**src/design/ecc_pkg.sv**
```systemverilog
// Shared types, constants and helpers for the exponential code converter.
`timescale 1ns / 1ps
`default_nettype none
package ecc_pkg;

	localparam int unsigned MAX_EXP_BITS  = 3;
	localparam int unsigned MAX_MANT_BITS = 12;
	localparam int unsigned EXP_OFFSET    = 3;
	localparam int unsigned VAL_W         = 23;

	localparam logic [1:0] CFG_EXP_BITS  = 2'd0;
	localparam logic [1:0] CFG_MANT_BITS = 2'd1;

	typedef enum logic [1:0] {
		K_ENC_PASS = 2'd0,
		K_ENC      = 2'd1,
		K_DEC_PASS = 2'd2,
		K_DEC      = 2'd3
	} kind_t;

	typedef struct packed {
		logic        action;
		logic [31:0] value;
	} in_t;

	typedef struct packed {
		logic [VAL_W-1:0] result_value;
		logic [VAL_W-1:0] effective_value;
		logic             saturated;
	} out_t;

	typedef struct packed {
		kind_t            kind;
		logic [1:0]       e;
		logic [3:0]       m;
		logic [VAL_W-1:0] val;
		logic             sat;
	} s1_t;

	typedef struct packed {
		kind_t            kind;
		logic [1:0]       e;
		logic [3:0]       m;
		logic [VAL_W-1:0] val;
		logic             sat;
		logic [4:0]       sh;
		logic [2:0]       ex;
	} s2_t;

	function automatic logic [1:0] clamp_e(input logic [1:0] raw);
		logic [1:0] r;
		r = raw;
		if (raw == 2'd0) begin
			r = 2'd1;
		end
		return r;
	endfunction

	function automatic logic [3:0] clamp_m(input logic [3:0] raw);
		logic [3:0] r;
		r = raw;
		if (raw == 4'd0) begin
			r = 4'd1;
		end else if (raw > 4'(MAX_MANT_BITS)) begin
			r = 4'(MAX_MANT_BITS);
		end
		return r;
	endfunction

	function automatic logic [2:0] emax_of(input logic [1:0] e);
		return 3'((4'd1 << e) - 4'd1);
	endfunction

endpackage
`default_nettype wire

```
**src/design/ecc_classify.sv**
```systemverilog
// First stage: width clamp, range checks, saturation and decode masking.
`timescale 1ns / 1ps
`default_nettype none
module ecc_classify (
	input  wire logic        clk,
	input  wire logic        arst_n,
	input  wire logic        valid_in,
	input  wire ecc_pkg::in_t req,
	input  wire logic [1:0]  exp_raw,
	input  wire logic [3:0]  mant_raw,
	output logic             valid_s1,
	output ecc_pkg::s1_t     data_s1
);
	logic [1:0]  e;
	logic [3:0]  m;
	logic [4:0]  wsum;
	logic [16:0] flag;
	logic [16:0] code_mask;
	logic [16:0] code;
	logic [3:0]  eshift;
	logic [22:0] maxv;
	logic        lt;
	logic        over;
	ecc_pkg::s1_t nxt;

	always_comb begin
		e         = ecc_pkg::clamp_e(exp_raw);
		m         = ecc_pkg::clamp_m(mant_raw);
		wsum      = 5'(e) + 5'(m);
		flag      = 17'd1 << wsum;
		code_mask = (flag << 1) - 17'd1;
		code      = req.value[16:0] & code_mask;
		eshift    = 4'(ecc_pkg::emax_of(e)) + 4'(ecc_pkg::EXP_OFFSET);
		maxv      = 23'((14'd1 << (5'(m) + 5'd1)) - 14'd1) << eshift;
		lt        = req.value < 32'(flag);
		over      = req.value > 32'(maxv);
		nxt.e     = e;
		nxt.m     = m;
		nxt.sat   = 1'b0;
		if (!req.action) begin
			if (lt) begin
				nxt.kind = ecc_pkg::K_ENC_PASS;
				nxt.val  = req.value[22:0];
			end else begin
				nxt.kind = ecc_pkg::K_ENC;
				nxt.sat  = over;
				nxt.val  = over ? maxv : req.value[22:0];
			end
		end else begin
			nxt.val  = 23'(code);
			nxt.kind = ((code & flag) != 17'd0) ? ecc_pkg::K_DEC : ecc_pkg::K_DEC_PASS;
		end
	end

	always_ff @(posedge clk or negedge arst_n) begin
		if (!arst_n) begin
			valid_s1 <= 1'b0;
		end else begin
			valid_s1 <= valid_in;
		end
	end

	always_ff @(posedge clk) begin
		if (valid_in) begin
			data_s1 <= nxt;
		end
	end

endmodule
`default_nettype wire

```
**src/design/ecc_locate.sv**
```systemverilog
// Second stage: leading-one search, mantissa shift and exponent field.
`timescale 1ns / 1ps
`default_nettype none
module ecc_locate (
	input  wire logic         clk,
	input  wire logic         arst_n,
	input  wire logic         valid_s1,
	input  wire ecc_pkg::s1_t data_s1,
	output logic              valid_s2,
	output ecc_pkg::s2_t      data_s2
);
	logic [4:0]  p;
	logic [4:0]  sh_enc;
	logic [4:0]  ex_wide;
	logic [2:0]  emax;
	logic [22:0] dec_field;
	ecc_pkg::s2_t nxt;

	always_comb begin
		p = 5'd0;
		for (int i = 0; i < ecc_pkg::VAL_W; i++) begin
			if (data_s1.val[i]) begin
				p = 5'(i);
			end
		end
		emax      = ecc_pkg::emax_of(data_s1.e);
		sh_enc    = p - 5'(data_s1.m);
		ex_wide   = sh_enc - 5'(ecc_pkg::EXP_OFFSET);
		dec_field = data_s1.val >> data_s1.m;
		nxt.kind  = data_s1.kind;
		nxt.e     = data_s1.e;
		nxt.m     = data_s1.m;
		nxt.val   = data_s1.val;
		nxt.sat   = data_s1.sat;
		if (data_s1.kind == ecc_pkg::K_ENC) begin
			nxt.sh = sh_enc;
			nxt.ex = ex_wide[2:0] & emax;
		end else begin
			nxt.sh = 5'd0;
			nxt.ex = dec_field[2:0] & emax;
		end
	end

	always_ff @(posedge clk or negedge arst_n) begin
		if (!arst_n) begin
			valid_s2 <= 1'b0;
		end else begin
			valid_s2 <= valid_s1;
		end
	end

	always_ff @(posedge clk) begin
		if (valid_s1) begin
			data_s2 <= nxt;
		end
	end

endmodule
`default_nettype wire

```
**src/design/ecc_pack.sv**
```systemverilog
// Third stage: mantissa extraction, code packing and value expansion.
`timescale 1ns / 1ps
`default_nettype none
module ecc_pack (
	input  wire logic         clk,
	input  wire logic         arst_n,
	input  wire logic         valid_s2,
	input  wire ecc_pkg::s2_t data_s2,
	output logic              valid_s3,
	output ecc_pkg::out_t     data_s3
);
	logic [22:0] shifted;
	logic [12:0] mmask;
	logic [12:0] t;
	logic [3:0]  eshift;
	logic [22:0] expanded;
	logic [22:0] flag;
	logic [22:0] code;
	ecc_pkg::out_t nxt;

	always_comb begin
		shifted  = data_s2.val >> data_s2.sh;
		mmask    = (13'd1 << data_s2.m) - 13'd1;
		t        = (shifted[12:0] & mmask) | (13'd1 << data_s2.m);
		eshift   = 4'(data_s2.ex) + 4'(ecc_pkg::EXP_OFFSET);
		expanded = 23'(t) << eshift;
		flag     = 23'd1 << (5'(data_s2.e) + 5'(data_s2.m));
		code     = flag | (23'(data_s2.ex) << data_s2.m) | 23'(t & mmask);
		nxt.saturated = 1'b0;
		case (data_s2.kind)
			ecc_pkg::K_ENC_PASS: begin
				nxt.result_value    = data_s2.val;
				nxt.effective_value = data_s2.val;
			end
			ecc_pkg::K_ENC: begin
				nxt.result_value    = code;
				nxt.effective_value = expanded;
				nxt.saturated       = data_s2.sat;
			end
			ecc_pkg::K_DEC: begin
				nxt.result_value    = expanded;
				nxt.effective_value = 23'd0;
			end
			default: begin
				nxt.result_value    = data_s2.val;
				nxt.effective_value = 23'd0;
			end
		endcase
	end

	always_ff @(posedge clk or negedge arst_n) begin
		if (!arst_n) begin
			valid_s3 <= 1'b0;
		end else begin
			valid_s3 <= valid_s2;
		end
	end

	always_ff @(posedge clk) begin
		if (valid_s2) begin
			data_s3 <= nxt;
		end
	end

endmodule
`default_nettype wire

```
**src/design/exponential_code_converter_core.sv**
```systemverilog
// Each accepted request passes through the classify, locate and pack stage registers; done is the pack stage's valid.
// Throughput: one transaction per cycle through three register stages; busy stays low.
// Each result is held on rsp for exactly one cycle with done high.
// Reset clears all stage valid bits and sets exp_bits to 3 and mant_bits to 12.
// Configuration writes are taken on any cycle; cfg_ready stays high.
`timescale 1ns / 1ps
`default_nettype none
module exponential_code_converter_core (
	input  wire logic         clk,
	input  wire logic         arst_n,
	input  wire logic         start,
	output logic              busy,
	input  wire ecc_pkg::in_t req,
	output logic              done,
	output ecc_pkg::out_t     rsp,
	input  wire logic         cfg_valid,
	output logic              cfg_ready,
	input  wire logic [1:0]   cfg_index,
	input  wire logic [3:0]   cfg_data
);
	logic [1:0]   exp_bits_q;
	logic [3:0]   mant_bits_q;
	logic         valid_s1;
	logic         valid_s2;
	ecc_pkg::s1_t data_s1;
	ecc_pkg::s2_t data_s2;

	assign busy      = 1'b0;
	assign cfg_ready = 1'b1;

	always_ff @(posedge clk or negedge arst_n) begin
		if (!arst_n) begin
			exp_bits_q  <= 2'd3;
			mant_bits_q <= 4'd12;
		end else if (cfg_valid && cfg_ready) begin
			if (cfg_index == ecc_pkg::CFG_EXP_BITS) begin
				exp_bits_q <= cfg_data[1:0];
			end else if (cfg_index == ecc_pkg::CFG_MANT_BITS) begin
				mant_bits_q <= cfg_data;
			end
		end
	end

	ecc_classify u_classify (
		.clk      (clk),
		.arst_n   (arst_n),
		.valid_in (start && !busy),
		.req      (req),
		.exp_raw  (exp_bits_q),
		.mant_raw (mant_bits_q),
		.valid_s1 (valid_s1),
		.data_s1  (data_s1)
	);

	ecc_locate u_locate (
		.clk      (clk),
		.arst_n   (arst_n),
		.valid_s1 (valid_s1),
		.data_s1  (data_s1),
		.valid_s2 (valid_s2),
		.data_s2  (data_s2)
	);

	ecc_pack u_pack (
		.clk      (clk),
		.arst_n   (arst_n),
		.valid_s2 (valid_s2),
		.data_s2  (data_s2),
		.valid_s3 (done),
		.data_s3  (rsp)
	);

endmodule
`default_nettype wire
```
**config.mk**
```make
export PLATFORM = sky130hd
export DESIGN_NAME = exponential_code_converter_core
export DESIGN_NICKNAME = d
export VERILOG_FILES = /design/src/design/ecc_pkg.sv /design/src/design/ecc_classify.sv /design/src/design/ecc_locate.sv /design/src/design/ecc_pack.sv /design/src/design/exponential_code_converter_core.sv
export SDC_FILE = /design/constraint.sdc
export NUM_CORES = 1
export LEC_CHECK = 0
export ABC_AREA = 1
export BUFFER_PORTS_ARGS = -buffer_cell sky130_fd_sc_hd__clkbuf_2
export CORE_ASPECT_RATIO = 1.25
export CORE_MARGIN = 1
export CORE_UTILIZATION = 62
export CTS_CLUSTER_SIZE = 25
export DETAILED_ROUTE_END_ITERATION = 7
export PLACE_DENSITY_LB_ADDON = 0.12
export SYNTH_ARGS = -nofsm -noshare
export SYNTH_HDL_FRONTEND = slang
export SYNTH_SLANG_ARGS = --single-unit
```
**constraint.sdc**
```tcl
create_clock -name clk -period 5.5 [get_ports clk]
set_input_delay 0.275 -clock clk [delete_from_list [all_inputs] [get_ports clk]]
set_output_delay 0.275 -clock clk [all_outputs]
set_load 0.01 [all_outputs]
```
# After elaboration in Yosys (flattened, before gate mapping)
# Cells that the tools add are included.
[word_totals]
wordCells = 102
register_bits = 128
n_memories = 0
input_bits = 43
latch_bits = 0
ram_bits = 0
mem_bits_ro = 0
[classes]
n_lt_le_gt_ge = 3
n_reduce_logical = 8
div = 0
add_sub_neg = 12
bitwise = 10
mux = 33
n_shift = 11
eq_ne = 4
multipliers = 0
[ops]
columns = ["cell", "count"]
rows = [
  ["one-hot mux 46 bit (3 select lines)", 1],
  ["2-to-1 mux 5 bit", 21],
  ["2-to-1 mux 23 bit", 2],
  ["bitwise OR 23 bit", 2],
  ["<< shifter 1 x 5 -> 23 bit (first input constant)", 2],
  ["AND 17 bit", 2],
  ["greater-than comparator 32 x 23 -> 1 bit", 1],
  ["less-than comparator 32 x 17 -> 1 bit", 1],
  ["AND 13 bit", 2],
  ["<< shifter 13 x 4 -> 23 bit", 1],
  ["<< shifter 23 x 4 -> 23 bit", 1],
  ["<< shifter 3 x 4 -> 23 bit", 1],
  ["right shift 23 x 4 -> 3 bit", 1],
  ["right shift 23 x 5 -> 13 bit", 1],
  ["subtractor 23 x 1 -> 23 bit (second input constant)", 1],
  ["2-to-1 mux 17 bit", 1],
  ["nonzero test 17 bit", 1],
  ["<< shifter 1 x 5 -> 17 bit (first input constant)", 1],
  ["subtractor 17 x 1 -> 17 bit (second input constant)", 1],
  ["bitwise OR 13 bit", 1],
  ["<< shifter 1 x 4 -> 13 bit (first input constant)", 1],
  ["subtractor 13 x 1 -> 13 bit (second input constant)", 1],
  ["adder 2 x 4 -> 5 bit", 2],
  ["adder 3 x 2 -> 4 bit (second input constant)", 2],
  ["19 further kinds", 30],
]

# Longest topological paths before layout
[depth]
depth_word = 26
depth_mapped = 30

# Hierarchy
# A second synthesis with hierarchy kept.
[unflattened]
cells_unflattened = 1581
hier_area_um2 = 11078.1
[modules_own_cells]
columns = ["module", "n_inst", "seq_area_each_um2", "cells_each", "area_each_um2"]
rows = [
  ["ecc_pack", 1, 1436.4, 733, 4669.5],
  ["ecc_classify", 1, 985.9, 601, 4046.4],
  ["ecc_locate", 1, 1226.2, 214, 2073.2],
  ["exponential_code_converter_core", 1, 155.1, 33, 289.0],
]

# Least setup slack after synthesis
# OpenSTA, ideal clock, no wires.
[synth_timing]
path_kind = "reg2reg"
start = "reg exp_bits_q[1]"
end = "reg, netlist name u_classify.data_s1[2]"
setup_ns = 0.254
stages_incl_launch_ff = 22
t_arrival_ns = 3.775
path_buffers = 1
path_slack_ns = 1.471
path_cell_list = "dfstp_2 -> inv_1 -> nor2_1 -> clkinv_1 -> ha_1 -> fa_1 -> nor2_1 -> inv_1 -> nor2_1 -> inv_1 -> nor2_1 -> inv_1 -> ha_1 -> nand4_1 -> o221a_2 -> nand2_1 -> nand2_2 -> nand2_2 -> buf_6 -> nand2_4 -> o21bai_1 -> inv_1"
[synth_lines]
columns = ["item", "line", "text"]
rows = [
  ["start: declaration", "exponential_code_converter_core.sv:21", "logic [1:0] exp_bits_q;"],
  ["start signal: assignment", "exponential_code_converter_core.sv:37", "exp_bits_q <= cfg_data[1:0];"],
]

==> impl_metrics.toml <==
[run_status]
status = "finished, violations left"
violations = "DRC"

[worst_hold_path]
hold_path_class = "input pin to flip-flop"
hp-start = "cfg_data[3]"

[synthesis]
synth_top_area_share_pct = 33.1
netlist_instances = 1558
ys_seq_elements = 128
synth-async-reset-ratio_pct = 7.03
avgSynthCellArea_um2 = 6.93
synthTopCellsByArea = "edfxtp_1 (33%), nand2_1 (17%), nand3_1 (11%)"
synth_flop_cell = "edfxtp_1"
yosysTopAreaCell = "edfxtp_1"
synthAdderAreaFrac_pct = 6.58
yosysMostFrequentCell = "nand2_1"
synth_top_family_by_area = "simple AND/OR/NAND/NOR gates"
yosys-top-cells-count = "nand2_1 (497), nand3_1 (232), inv_1 (155)"
synth-simple-area-share_pct = 36.9
synth_edf_count = 119
synth-warning-count = 0
synth_compound_area_share_pct = 11.8
ys_seq_area_share_pct = 35.2
synth_xor_area_share_pct = 0.637
netlist_area_um2 = 10800
synthMuxAreaShare_pct = 0
yosysUniqueCellTypes = 58

[timing]
hold_violations = 0
finalCritPeriodShare_pct = 89.9
fin_ws_ns = 0.554
setup_viol = 0
fmaxAchievable_ghz = 0.202
drv_slew = 0
relSlewSlack_pct = 27.2
fin_crit_ns = 4.95
tns_ns = 0
fin_skew_ns = 0.00903
tightest_slew_ns = 1.09
rsz0062_at_grt = "false"

[clocking]
clockRootBuffer = "clkbuf_16"
clk_latency_ns = 0.43
path_clk_slew_ns = 0.06
numCtsBuffers = 17
cts_tree = "yes"
htree_levels = 4
cts_buffer_depth = 2
clkSinkCount = 128

[place]
portBuffers = 90
dp_cells = 1820
dp.final_hpwl_um = 27000
finalWeightedCongestion = 1.08
place_ws_ns = 0.632

[pwr]
powerDensity_nw_per_um2 = 361
peakVddDrop_v = 0.000179
power_frac_seq_pct = 31.8
switchingPower_w = 0.00184
p_leak_nw = 5.66
internal_power_w = 0.00245
p_sw_share_pct = 42.9
total_power_w = 0.00430
clkPwrFrac_pct = 25.9
power_frac_comb_pct = 42.3

[floorplanning]
num_io_pins = 93
start_util_pct = 63.9
rows = 53
die_h_um = 150
die_width_um = 120
core_um2 = 16900
dieArea_um2 = 18000

[routing]
wl_per_cell_um = 19.2
met3_wirelength_um = 2860
ant_nets = 0
routed_wl_um = 35600
wl_met2_um = 17900
highest_layer = "met4"
viasPerCell = 6.23
wl_met1_um = 11900
drc = 1
drt_iter0_markers = 1437
drt-pass1-iter-count = 8
vias = 11600

[finish]
n_antenna_cell = 0
final_cells = 1853
nFillCells = 1457
layout-drive-gt1-share_pct = 11.2
fin_nets = 1718
area_growth_syn_to_layout_pct = 10.2

[critical_path]
worstPathMaxFanout = 20
worstReg2RegStart = "exp_bits_q[1]"
arrival_ns = 5.12
crit_buf_inv = 6
cp_cell_sequence = "inv_1 -> nor2_1 -> clkinv_1 -> ha_1 -> fa_1 -> nor2_1 -> inv_1 -> nor2_1 -> inv_1 -> nor2_1 -> inv_1 -> ha_1 -> nand4_1 -> o221a_2 -> nand2_1 -> nand2_2 -> nand2_2 -> nand2_4 -> o21bai_1 -> inv_1"
cp_common_cell = "inv_1"
endpoint_kind = "flip-flop"
cp_slowest_stage_delay_ns = 0.58
required_ns = 5.68
crit_family = "simple AND/OR/NAND/NOR gates"
critical_path_class = "flip-flop to flip-flop"
start_kind = "flip-flop"
crit_path_top_delay_cell = "fa_1"
startpoint = "exp_bits_q[1]"

[global_route]
grt_first_pass_wirelength_um = 54900
grtUsageTotal_pct = 40.4
grt-ovfl-total = 0
grt_pass1_vias = 10700
grt_max_degree = 49
antenna_found_initial = 0

[flow_run]
drv_cap = 0
==> placed cells by master (no fill, tap or decap), drive strengths merged, types with 5 or more instances in the layout <==
| cell | n |
|---|---|
| clkinv | 11 |
| nand3 | 236 |
| conb | 8 |
| o211ai | 8 |
| o21ai | 105 |
| xor2 | 5 |
| a31oi | 5 |
| a211oi | 6 |
| nand2 | 510 |
| nor2 | 106 |
| nor4 | 9 |
| inv | 165 |
| edfxtp | 119 |
| a22oi | 7 |
| o22ai | 14 |
| buf | 10 |
| ha | 52 |
| nor3 | 13 |
| clkbuf | 108 |
| a21oi | 62 |
| dfrtp | 5 |
| nand4 | 30 |
==> worst min-delay path, cell delays in order <==
cell and delay (ns):
clkbuf_2 0.08, nor2_1 0.09, a21oi_1 0.04
==> final timing paths <==
kind                                         endpoint  slack (ns)  cells after the start
worst max register to register  u_classify.data_s1[2]        0.55                     20
min in group asynchronous              mant_bits_q[0]        0.24                      2
worst min-delay path                   mant_bits_q[3]        0.06                      3
worst max-delay path            u_classify.data_s1[2]        0.55                     20
max in group asynchronous              mant_bits_q[2]        5.01                      2
worst min register to register      u_locate.valid_s2        0.38                      0
==> cells by family after synthesis <==
logic type	count (synthesis)
AND/OR/NAND/NOR	910
buffers and inverters	231
AO/OA/AOI/OAI	225
flip-flops	128
adder cells (fa/ha/maj)	55
XOR/XNOR	7
other	2
==> sequential cells by signal, summed over array words and instances (netlist names) <==
signal	cells
u_pack.data_s3	47
u_locate.valid_s2	1
u_locate.data_s2	40
exp_bits_q	2
mant_bits_q	4
u_classify.data_s1	32
u_pack.valid_s3	1
u_classify.valid_s1	1
==> stage by stage <==
stage / utilization, % / hold slack, ns / area (um^2)
2_1_floorplan: - / -0.0206 / 10800
3_3_place_gp: 66.9 / 0.136 / 11300
3_5_place_dp: 66.9 / 0.144 / 11300
4_1_cts: 70.4 / 0.0513 / 11900
5_1_grt: 70.4 / 0.0803 / 11900
6_report: 70.4 / 0.0578 / 11900
==> layer usage <==
metal	vias up	GRT usage [%]
met3	222	7.39
met1	5151	41.6
li1	5407	-
met2	771	72.2
met4	0	31.4
met5	-	0
==> power by group through the flow <==
stage | Sequential [W] | Clock [W] | Combinational (W)
floorplan | 0.00135 | 0 | 0.00123
global placement | 0.00137 | 0 | 0.00170
detailed placement | 0.00138 | 0 | 0.00173
CTS | 0.00136 | 0.00111 | 0.00174
global route | 0.00138 | 0.00115 | 0.00199
finish | 0.00137 | 0.00111 | 0.00182
==> repair_timing <==
action	4_1_cts	5_1_grt
endpoints found under the hold margin	9	0
hold buffers	1	0
setup buffers	0	0
gates resized for setup	0	0
==> area by class of cell <==
cell class	count	area, um^2	area share, %
repair buffers	101	536	4.50
flip-flops and latches	128	3800	32.0
clock inverters	14	154	1.29
inverters	167	627	5.27
clock buffers	18	429	3.61
well taps	220	275	2.31
multi-input cells	1205	6080	51.1
Note: power is estimated with default switching activity, not from simulation.
